==> src/design/fbd_pkg.sv <==
// shared types and constants for the fractional baud divider search
package fbd_pkg;
   localparam int unsigned DL_MAX = 65535;
   localparam int unsigned HIT_SCALE = 1000;

   typedef struct packed {
      logic [2:0] parity_mode;
      logic [3:0] data_bits;
      logic [1:0] stop_bits;
   } fmt_type;

   typedef struct packed {
      logic [5:0] line_control;
      logic       format_ok;
   } lcr_type;

   function automatic lcr_type encode_format(input fmt_type f);
      lcr_type r;
      logic ok;
      ok = ((f.stop_bits == 2'd1) || (f.stop_bits == 2'd2)) &&
           (f.data_bits >= 4'd5) && (f.data_bits <= 4'd8) && (f.parity_mode <= 3'd4);
      r.format_ok = ok;
      r.line_control = '0;
      if (ok) begin
         r.line_control[1:0] = 2'(f.data_bits - 4'd5);
         r.line_control[2] = f.stop_bits[1];
         r.line_control[3] = (f.parity_mode != 3'd0);
         r.line_control[5:4] = (f.parity_mode != 3'd0) ? 2'(f.parity_mode - 3'd1) : 2'd0;
      end
      return r;
   endfunction
endpackage

==> src/design/fbd_divider.sv <==
// restoring bit-serial divider for clock_hz / (16 * baud)
module fbd_divider (
   input  logic        clock,
   input  logic        reset,
   input  logic        start,
   input  logic [31:0] dividend,
   input  logic [35:0] divisor,
   output logic        done,
   output logic [31:0] quotient,
   output logic        rem_zero
);
   logic [35:0] rem_ff, rem_in;
   logic [31:0] quo_ff, quo_in;
   logic [5:0]  cnt_ff, cnt_in;
   logic        busy_ff, busy_in, done_ff, done_in;
   logic [36:0] trial;

   assign trial = {rem_ff, quo_ff[31]};

   always_comb begin
      rem_in = rem_ff; quo_in = quo_ff; cnt_in = cnt_ff;
      busy_in = busy_ff; done_in = 1'b0;
      if (start) begin
         rem_in = '0; quo_in = dividend; cnt_in = 6'd32; busy_in = 1'b1;
      end else if (busy_ff) begin
         quo_in = {quo_ff[30:0], 1'b0};
         if (trial >= {1'b0, divisor}) begin
            rem_in = 36'(trial - {1'b0, divisor});
            quo_in[0] = 1'b1;
         end else begin
            rem_in = trial[35:0];
         end
         cnt_in = cnt_ff - 6'd1;
         if (cnt_ff == 6'd1) begin
            busy_in = 1'b0; done_in = 1'b1;
         end
      end
   end

   always_ff @(posedge clock) begin
      if (reset) begin
         busy_ff <= 1'b0; done_ff <= 1'b0; cnt_ff <= '0;
      end else begin
         busy_ff <= busy_in; done_ff <= done_in; cnt_ff <= cnt_in;
      end
      rem_ff <= rem_in;
      quo_ff <= quo_in;
   end

   assign done = done_ff;
   assign quotient = quo_ff;
   assign rem_zero = (rem_ff == '0);
endmodule

==> src/design/fbd_mult.sv <==
// registered 32x32 multiplier shared by the search sequencer
module fbd_mult (
   input  logic        clock,
   input  logic [31:0] a,
   input  logic [31:0] b,
   output logic [63:0] p
);
   logic [63:0] p_ff;
   always_ff @(posedge clock) begin
      p_ff <= a * b;
   end
   assign p = p_ff;
endmodule

==> src/design/fractional_baud_divider_search_unit.sv <==
// top level: fractional baud divider search with line-control encoding
// request transfer to result valid: a zero baud rate goes straight to the result, an even
// division needs only the 32-step divider, no possible divisor skips the search, else each
// (dl, mul, add) candidate tried takes seven products through one shared 32x32 multiplier
// throughput: one item at a time; req_stall is high from request to result transfer
// reset: sequencer idle, no result pending, clock_hz loaded with 204 MHz
module fractional_baud_divider_search_unit #(
   parameter int unsigned MUL_MAX = 15
) (
   input  logic        clock,
   input  logic        reset,
   input  logic        csr_we,
   input  logic [31:0] csr_wdata,
   input  logic        req_valid,
   output logic        req_stall,
   input  logic [31:0] req_baud_rate,
   input  logic [2:0]  req_parity_mode,
   input  logic [3:0]  req_data_bits,
   input  logic [1:0]  req_stop_bits,
   output logic        rsp_valid,
   input  logic        rsp_stall,
   output logic [15:0] rsp_divisor_latch,
   output logic [3:0]  rsp_div_add,
   output logic [3:0]  rsp_mul_value,
   output logic [5:0]  rsp_line_control,
   output logic        rsp_format_ok,
   output logic        rsp_rate_ok
);
   // search state machine; per candidate the multiplier forms d = 16*dl*(m+a),
   // baud*d, clk*m, then best_n*d and n*best_d each as a low and a high part
   typedef enum logic [3:0] {
      S_IDLE, S_DIV, S_INIT, S_M0, S_M1, S_M2, S_M3, S_M4, S_M5, S_M6,
      S_EVAL, S_NEXT, S_OUT
   } state_type;

   state_type   state_ff;
   logic [31:0] clk_ff;
   logic [31:0] baud_ff;
   fbd_pkg::lcr_type lcr_ff;
   logic        dl0_big_ff;
   logic [15:0] dlmax_ff, dl_ff, best_dl_ff;
   logic [3:0]  mv_ff, dv_ff, best_mv_ff, best_dv_ff;
   logic        have_ff, hit_ff, rate_ok_ff;
   logic [31:0] d_ff, best_d_ff;       // 16*65535*29 < 2^25
   logic [63:0] bd_ff;                 // baud*d <= clk*(m+a) < 2^37
   logic [39:0] n_ff, best_n_ff;       // error numerator < 2^37
   logic [63:0] lhs_ff, rhs_ff;        // cross products < 2^62

   logic        div_start, div_done, div_rz;
   logic [31:0] div_q;
   logic [31:0] ma, mb;
   logic [63:0] mp;

   fbd_divider u_div (
      .clock(clock), .reset(reset), .start(div_start),
      .dividend(clk_ff), .divisor({baud_ff, 4'b0000}),
      .done(div_done), .quotient(div_q), .rem_zero(div_rz)
   );

   fbd_mult u_mul (.clock(clock), .a(ma), .b(mb), .p(mp));

   assign div_start = (state_ff == S_IDLE) && req_valid && (req_baud_rate != '0);

   // operand selection for the shared multiplier, product shows up in the next state
   always_comb begin
      ma = '0; mb = '0;
      unique case (state_ff)
         S_M0: begin
            ma = {16'd0, dl_ff};
            mb = {23'd0, ({1'b0, mv_ff} + {1'b0, dv_ff}), 4'd0};
         end
         S_M1: begin ma = baud_ff; mb = mp[31:0]; end          // d straight from the product
         S_M2: begin ma = clk_ff; mb = {28'd0, mv_ff}; end
         S_M3: begin ma = best_n_ff[31:0]; mb = d_ff; end
         S_M4: begin ma = {24'd0, best_n_ff[39:32]}; mb = d_ff; end
         S_M5: begin ma = n_ff[31:0]; mb = best_d_ff; end
         S_M6: begin ma = {24'd0, n_ff[39:32]}; mb = best_d_ff; end
         default: begin ma = '0; mb = '0; end
      endcase
   end

   always_ff @(posedge clock) begin
      if (reset) begin
         state_ff <= S_IDLE;
         clk_ff <= 32'd204000000;
         rsp_valid <= 1'b0;
      end else begin
         if (csr_we) clk_ff <= csr_wdata;
         unique case (state_ff)
            S_IDLE: if (req_valid) begin
               baud_ff <= req_baud_rate;
               lcr_ff <= fbd_pkg::encode_format({req_parity_mode, req_data_bits,
                                                 req_stop_bits});
               best_dl_ff <= 16'hFFFF; best_dv_ff <= '0; best_mv_ff <= 4'd1;
               rate_ok_ff <= 1'b0;
               if (req_baud_rate == '0) begin
                  state_ff <= S_OUT; rsp_valid <= 1'b1;
               end else state_ff <= S_DIV;
            end
            S_DIV: if (div_done) begin
               dl0_big_ff <= (div_q > 32'(fbd_pkg::DL_MAX));
               dlmax_ff <= (div_q > 32'(fbd_pkg::DL_MAX)) ? 16'hFFFF : div_q[15:0];
               if (div_rz) begin
                  best_dl_ff <= (div_q > 32'(fbd_pkg::DL_MAX)) ? 16'hFFFF : div_q[15:0];
                  rate_ok_ff <= (div_q != '0) && (div_q <= 32'(fbd_pkg::DL_MAX));
                  state_ff <= S_OUT; rsp_valid <= 1'b1;
               end else begin
                  best_dl_ff <= '0;
                  state_ff <= S_INIT;
               end
            end
            S_INIT: begin
               // a divisor of zero is never tried
               dl_ff <= ((dlmax_ff >> 1) == '0) ? 16'd1 : (dlmax_ff >> 1);
               mv_ff <= 4'd2; dv_ff <= 4'd1;
               have_ff <= 1'b0; hit_ff <= 1'b0;
               best_n_ff <= '0; best_d_ff <= 32'd1;
               if (dlmax_ff == '0) begin
                  state_ff <= S_OUT; rsp_valid <= 1'b1;
               end else state_ff <= S_M0;
            end
            S_M0: state_ff <= S_M1;
            S_M1: begin d_ff <= mp[31:0]; state_ff <= S_M2; end
            S_M2: begin bd_ff <= mp; state_ff <= S_M3; end
            S_M3: begin
               n_ff <= (bd_ff > mp) ? 40'(bd_ff - mp) : 40'(mp - bd_ff);
               state_ff <= S_M4;
            end
            S_M4: begin rhs_ff <= mp; state_ff <= S_M5; end
            S_M5: begin rhs_ff <= rhs_ff + {mp[31:0], 32'd0}; state_ff <= S_M6; end
            S_M6: begin lhs_ff <= mp; state_ff <= S_EVAL; end
            S_EVAL: begin
               // strictly smaller error wins, so the first of equals is kept
               if (!have_ff || ((lhs_ff + {mp[31:0], 32'd0}) < rhs_ff)) begin
                  have_ff <= 1'b1; best_n_ff <= n_ff; best_d_ff <= d_ff;
                  best_dl_ff <= dl_ff; best_dv_ff <= dv_ff; best_mv_ff <= mv_ff;
                  if ((64'(n_ff) * 64'(fbd_pkg::HIT_SCALE)) < bd_ff) hit_ff <= 1'b1;
               end
               state_ff <= S_NEXT;
            end
            S_NEXT: begin
               if ({1'b0, dv_ff} + 5'd1 < {1'b0, mv_ff}) begin
                  dv_ff <= dv_ff + 4'd1; state_ff <= S_M0;
               end else if ({1'b0, mv_ff} < 5'(MUL_MAX)) begin
                  mv_ff <= mv_ff + 4'd1; dv_ff <= 4'd1; state_ff <= S_M0;
               end else if (hit_ff || dl_ff == dlmax_ff) begin
                  rate_ok_ff <= !dl0_big_ff;
                  state_ff <= S_OUT; rsp_valid <= 1'b1;
               end else begin
                  dl_ff <= dl_ff + 16'd1; mv_ff <= 4'd2; dv_ff <= 4'd1;
                  state_ff <= S_M0;
               end
            end
            S_OUT: if (!rsp_stall) begin
               rsp_valid <= 1'b0; state_ff <= S_IDLE;
            end
            default: state_ff <= S_IDLE;
         endcase
      end
   end

   assign req_stall = (state_ff != S_IDLE);
   assign rsp_divisor_latch = best_dl_ff;
   assign rsp_div_add = best_dv_ff;
   assign rsp_mul_value = best_mv_ff;
   assign rsp_line_control = lcr_ff.line_control;
   assign rsp_format_ok = lcr_ff.format_ok;
   assign rsp_rate_ok = rate_ok_ff;
endmodule

==> config.mk <==
export PLATFORM = sky130hd
export DESIGN_NAME = fractional_baud_divider_search_unit
export DESIGN_NICKNAME = d
export VERILOG_FILES = /design/src/design/fbd_pkg.sv /design/src/design/fbd_divider.sv /design/src/design/fbd_mult.sv /design/src/design/fractional_baud_divider_search_unit.sv
export SDC_FILE = /design/constraint.sdc
export NUM_CORES = 2
export LEC_CHECK = 0
export BUFFER_PORTS_ARGS = -buffer_cell sky130_fd_sc_hd__buf_2
export CAP_MARGIN = 20
export CORE_MARGIN = 10
export CORE_UTILIZATION = 55
export DETAILED_ROUTE_END_ITERATION = 12
export PLACE_DENSITY = 0.67
export RECOVER_POWER = 50
export REMOVE_ABC_BUFFERS = 1
export SYNTH_ARGS = -nofsm -noshare
export SYNTH_HDL_FRONTEND = slang
export SYNTH_SLANG_ARGS = --single-unit
==> constraint.sdc <==
create_clock -name clock -period 17.3 [get_ports clock]
set_clock_uncertainty 0.05 [all_clocks]
set_input_delay 3.46 -clock clock [delete_from_list [all_inputs] [get_ports clock]]
set_output_delay 3.46 -clock clock [all_outputs]
set_load 0.005 [all_outputs]
== Yosys cells after proc, flatten, opt, wreduce, memory -nomap -nowiden ==
Index checks and enable logic that the tools add are counted.
Storage, ports and cells
  flip-flop bits (word level): 620
  input port bits: 78
  output and inout bits: 34
  word-level logic and storage cells: 215
Operators by class
  add/sub/neg operators: 13
  multiply operators: 2
  magnitude comparators: 11
  equal/unequal tests: 30
  muxes and demuxes: 75
  bitwise logic cells: 2
  reductions and logical operators: 50
Operators by type and width (number)
  case mux 32 bit (7 select lines): 1
  case mux 32 bit (5 select lines): 1
  adder 64 bit: 2
  2-to-1 mux 16 bit: 8
  case mux 64 bit (2 select lines): 1
  2-to-1 mux 32 bit: 3
  2-to-1 mux 40 bit: 2
  case mux 40 bit (2 select lines): 1
  subtractor 40 bit: 2
  2-to-1 mux 4 bit: 19
  > comparator 64 bit: 1
  less-than comparator 50 x 64 -> 1 bit: 1
  less-than comparator 64 bit: 1
  multiplier 32 x 32 -> 64 bit: 1
  case mux 32 bit (2 select lines): 1
  nonzero test 32 bit: 2
  case mux 4 bit (13 select lines): 1
  case mux 16 bit (3 select lines): 1
  multiplier 40 x 7 -> 47 bit (second input constant): 1
  >= comparator 37 x 36 -> 1 bit: 1
  zero test 36 bit: 1
  2-to-1 mux 36 bit: 1
  subtractor 36 bit: 1
  > comparator 32 x 16 -> 1 bit (second input constant): 1
  other kinds (51): 128

== Longest topological paths before layout ==
  word-level depth: 6
  gate-level depth with buffers: 37
  gate-level depth less buffers: 35

== Cells and area by module ==
A second synthesis with hierarchy kept.
Unflattened totals
  cells, all modules: 8065
  area total of the unflattened synthesis: 76851.2 µm²
By module, submodules not included
  fractional_baud_divider_search_unit: times used 1, cells each 3647, area an instance 36715.2 µm², sequential area each 14043.5 µm²
  fbd_mult: times used 1, cells each 3805, area an instance 34695.8 µm², sequential area each 1281.2 µm²
  fbd_divider: times used 1, cells each 613, area an instance 5440.2 µm², sequential area each 1841.8 µm²

== Worst setup path after synthesis ==
No wires, ideal clock.
  kind: in2reg
  from: in reset
  to: reg bd_ff[0] (enable)
  library setup time: 565 ps
  data arrival time: 8249 ps
  required time: 16685 ps
  path slack: 8437 ps
  stages on the path: 3
  buffers on the path: 2
  cell sequence: clkbuf_1 -> clkbuf_1 -> nor3_1
On the way
  longest elaborated chain between the ends: 2
Ends and longest elaborated chain
  from (decl): RTL line fractional_baud_divider_search_unit.sv:11  | input logic reset,
  inverter 1 bit (no line)
  AND reduction 2 bit (no line)
  to (signal assigned): RTL line fractional_baud_divider_search_unit.sv:124  | S_M2: begin bd_ff <= mp; state_ff <= S_M3; end
  to (decl): RTL line fractional_baud_divider_search_unit.sv:45  | logic [63:0] bd_ff;
Every way passes these cells.
A chain may end at the register's enable or synchronous reset.

== Final worst setup path ==
  from: reg state_ff[2]
  to: reg u_mul.p_ff[62] (netlist: u_mul.p[62])
On the way
  longest elaborated chain between the ends: 4
  elaborated cells on any way between the ends: 12
  classes of those cells: mul (1); eq/ne (7); mux (2); reduce/logical (2)
Ends and longest elaborated chain
  from (decl): RTL line fractional_baud_divider_search_unit.sv:36  | state_type state_ff;
  from (signal assigned): RTL line fractional_baud_divider_search_unit.sv:84  | state_ff <= S_IDLE;
  from (signal assigned): RTL line fractional_baud_divider_search_unit.sv:97  | state_ff <= S_OUT; rsp_valid <= 1'b1;
  from (signal assigned): RTL line fractional_baud_divider_search_unit.sv:98  | end else state_ff <= S_DIV;
  equality test 4 bit / equality test 4 x 3 -> 1 bit (equally long branches): RTL line fractional_baud_divider_search_unit.sv:67  | unique case (state_ff)
  OR reduction 2 bit (no line)
  case mux 32 bit (5 select lines): RTL line fractional_baud_divider_search_unit.sv:67
  multiplier 32 x 32 -> 64 bit (*): RTL line fbd_mult.sv:10  | p_ff <= a * b;
  to (signal assigned): RTL line fbd_mult.sv:10
  to (decl): RTL line fbd_mult.sv:8  | logic [63:0] p_ff;
Mark *: on every way between the ends. The rest lies on a longest branch, timed or not.

==> results.json <==
{
  "hold_buffers": 0,
  "cts_buffers": 74,
  "synth_top_flop_cell": "edfxtp_1",
  "grt_max_degree": 76,
  "total_power_w": 0.00461,
  "path_max_fanout": 65,
  "drv_slew": 494,
  "routedWlPerCell_um": 25.1,
  "nNetsFinal": 9639,
  "overflow": 0,
  "h-tree-depth": 3,
  "setup_viol": 0,
  "period_minus_slack_ns": 12.66,
  "grtUsageTotal_pct": 32.0,
  "post_cts_resized": 0,
  "synth_top_family_by_area": "adder cells",
  "gp_congestion": 0.972,
  "num_vias": 58237,
  "start_util_pct": 55.5,
  "drt_iter0_drc": 5604,
  "synth_area_leaders": "fa_1, edfxtp_1, ha_1",
  "yosysSeqAreaShare_pct": 23.1,
  "crit_type": "flip-flop to flip-flop",
  "status": "finished, violations left",
  "cts_buffer_depth": 3,
  "synthAdderAreaFrac_pct": 39.9,
  "synth_area_sq_um": 74300,
  "drv_cap": 10,
  "core_area_sq_um": 134000,
  "hpwl_mm": 186,
  "synthMuxAreaShare_pct": 0.824,
  "synth-edff-count": 475,
  "yosysMostFrequentCell": "inv_1",
  "fin_setup_tns_ns": 0,
  "cp-start-kind": "flip-flop",
  "yosys.area.top_type": "fa_1",
  "period_share_pct": 73.2,
  "worst_pin_slew_ns": 3.58,
  "io_pins": 112,
  "hold_viol": 0,
  "violations": "max-capacitance violations, max-slew violations",
  "required_ns": 17.81,
  "p_leak_nw": 36.1,
  "cts_setup_buffers": 0,
  "place_ws_ns": 6.87,
  "num_rows": 134,
  "finalWirelength_mm": 243,
  "endpoint_kind": "flip-flop",
  "ys.warnings.count": 0,
  "ir_drop_mv": 0.0673,
  "die_h_um": 387,
  "slew_headroom_pct": -139,
  "max_freq_mhz": 79.0,
  "cp.arrival_ns": 13.17,
  "synth_compound_area_share_pct": 11.1,
  "dpl_cell_area_sq_um": 77000,
  "synth_xor_area_share_pct": 3.02,
  "drc_errors": 0,
  "synth_top_area_share_pct": 28.4,
  "fin_ws_ns": 4.64,
  "cts_tree": "built",
  "io_buffers": 111,
  "stdcell_area_sq_um": 79200,
  "ys_ff_latch": 620,
  "die-area_sq_um": 150000,
  "final_core_util_pct": 59.2,
  "synthArstFlopShare_pct": 0,
  "die_width_um": 387,
  "clk_pin_slew_ns": 0.06,
  "viasPerCell": 6.03,
  "antenna_found_initial": 9,
  "first_pass_iters": 8,
  "synth.avg_cell_area_sq_um": 9.48,
  "min_path_type": "flip-flop to flip-flop",
  "syn_inst": 7832,
  "cts_sinks": 620,
  "grt_pass1_vias": 59215,
  "clock_latency_ns": 0.69,
  "area_growth_pct": 6.68,
  "ant_nets": 0,
  "drive_gt1_share_pct": 5.24,
  "synth_commonest_cells": "inv_1, fa_1, nor2_1",
  "synth.distinct_cells": 110,
  "cts_root_buffer": "clkbuf_16",
  "rsz0062_at_grt": "false",
  "grt_pass1_wl_mm": 367,
  "power_density_nw_per_um2": 58.1,
  "yosys.area_share.simple_pct": 13.9
}
per-stage QoR:
step | std cells | hold WS [ns]
global placement | 9507 | 0.430
global route | 9650 | 0.461
detailed placement | 9510 | 0.439
floorplan | 7481 | 0.376
finish | 9655 | 0.449
CTS | 9644 | 0.449
worst paths after layout:
path / start / cells after the start / slack, ns / endpoint
max: state_ff[2]$_SDFFE_PP0P_ / 25 / 4.64 / u_mul.p[62]$_DFF_P_
min: u_div.cnt_ff[0]$_SDFFE_PP0P_ / 2 / 0.45 / u_div.cnt_ff[0]$_SDFFE_PP0P_
max reg2reg: state_ff[2]$_SDFFE_PP0P_ / 25 / 4.64 / u_mul.p[62]$_DFF_P_
min reg2reg: u_div.cnt_ff[0]$_SDFFE_PP0P_ / 2 / 0.45 / u_div.cnt_ff[0]$_SDFFE_PP0P_
cell type report:
class / instances / area [sq um]
Antenna cell: 5 / 12.5
Clock buffer: 98 / 1960
Clock inverter: 36 / 443
Fill cell: 11686 / 54600
Inverter: 1215 / 4560
Multi-Input combinational cell: 5646 / 51300
Sequential cell: 620 / 17200
Tap cell: 1768 / 2210
Timing Repair Buffer: 267 / 1620
kinds of logic (layout without fill, tap and decap cells):
| kind of cell | Yosys count | count (layout) |
|---|---|---|
| AO/OA/AOI/OAI | 1241 | 1241 |
| adder cells (fa/ha/maj) | 1737 | 1737 |
| buffers and inverters | 1566 | 1616 |
| multiplexers | 60 | 60 |
| flip-flops | 620 | 620 |
| XOR/XNOR | 256 | 256 |
| other | 0 | 5 |
| AND/OR/NAND/NOR | 2352 | 2352 |
worst max-delay path: stages (launching register included):
cell	delay, ns
dfxtp_1	0.46
nand2b_1	0.26
nor3_1	0.21
clkbuf_1	2.53
a22oi_1	0.88
and2_1	0.75
nor2_1	0.32
fa_1	0.46
inv_1	0.08
fa_1	0.45
fa_1	0.50
fa_1	0.55
inv_1	0.05
fa_1	0.48
fa_1	0.58
fa_1	0.44
fa_1	0.38
ha_1	0.50
a21oi_1	0.41
nand3_1	0.13
a211o_1	0.34
o21ai_0	0.43
nand2_1	0.31
o21ai_0	0.52
o21ai_0	0.22
xor2_1	0.17
routing by layer:
layer | GRT usage (%) | share of wire (%) | up-vias
met5 | 0 | 0.014 | -
met4 | 15.9 | 6.2 | 6
met3 | 8.37 | 11 | 714
met2 | 50.5 | 45 | 2886
met1 | 40.9 | 38 | 28981
li1 | - | - | 25650
report_power, final:
group | switching, W | total [W] | internal (W)
clock | 0.000692 | 0.00159 | 0.000899
sequential | 0.000124 | 0.00189 | 0.00177
combinational | 0.000751 | 0.00112 | 0.000368
flip-flops by register name, summed over array words and instances (netlist names), 6 cells and up:
signal             flops
rsp_line_control       6
clk_ff                32
rhs_ff                64
dlmax_ff              16
dl_ff                 16
baud_ff               32
u_mul.p               64
u_div.cnt_ff           6
bd_ff                 64
u_div.quotient        32
lhs_ff                64
u_div.rem_ff          36
best_d_ff             32
best_n_ff             40
rsp_divisor_latch     16
n_ff                  40
d_ff                  32
placed cells by master, fill, tap and decap left out, types with 93 or more instances in the layout:
cell type,instances
dfxtp_1,144
and3_1,109
nand2_1,835
xnor2_1,155
a21o_1,179
o21ai_0,215
inv_1,1215
edfxtp_1,475
fa_1,1052
clkbuf_1,93
a21oi_1,353
nor2_1,896
ha_1,685
xor2_1,101
buf_4,105
No activity file was read; power rests on OpenSTA's default activity.
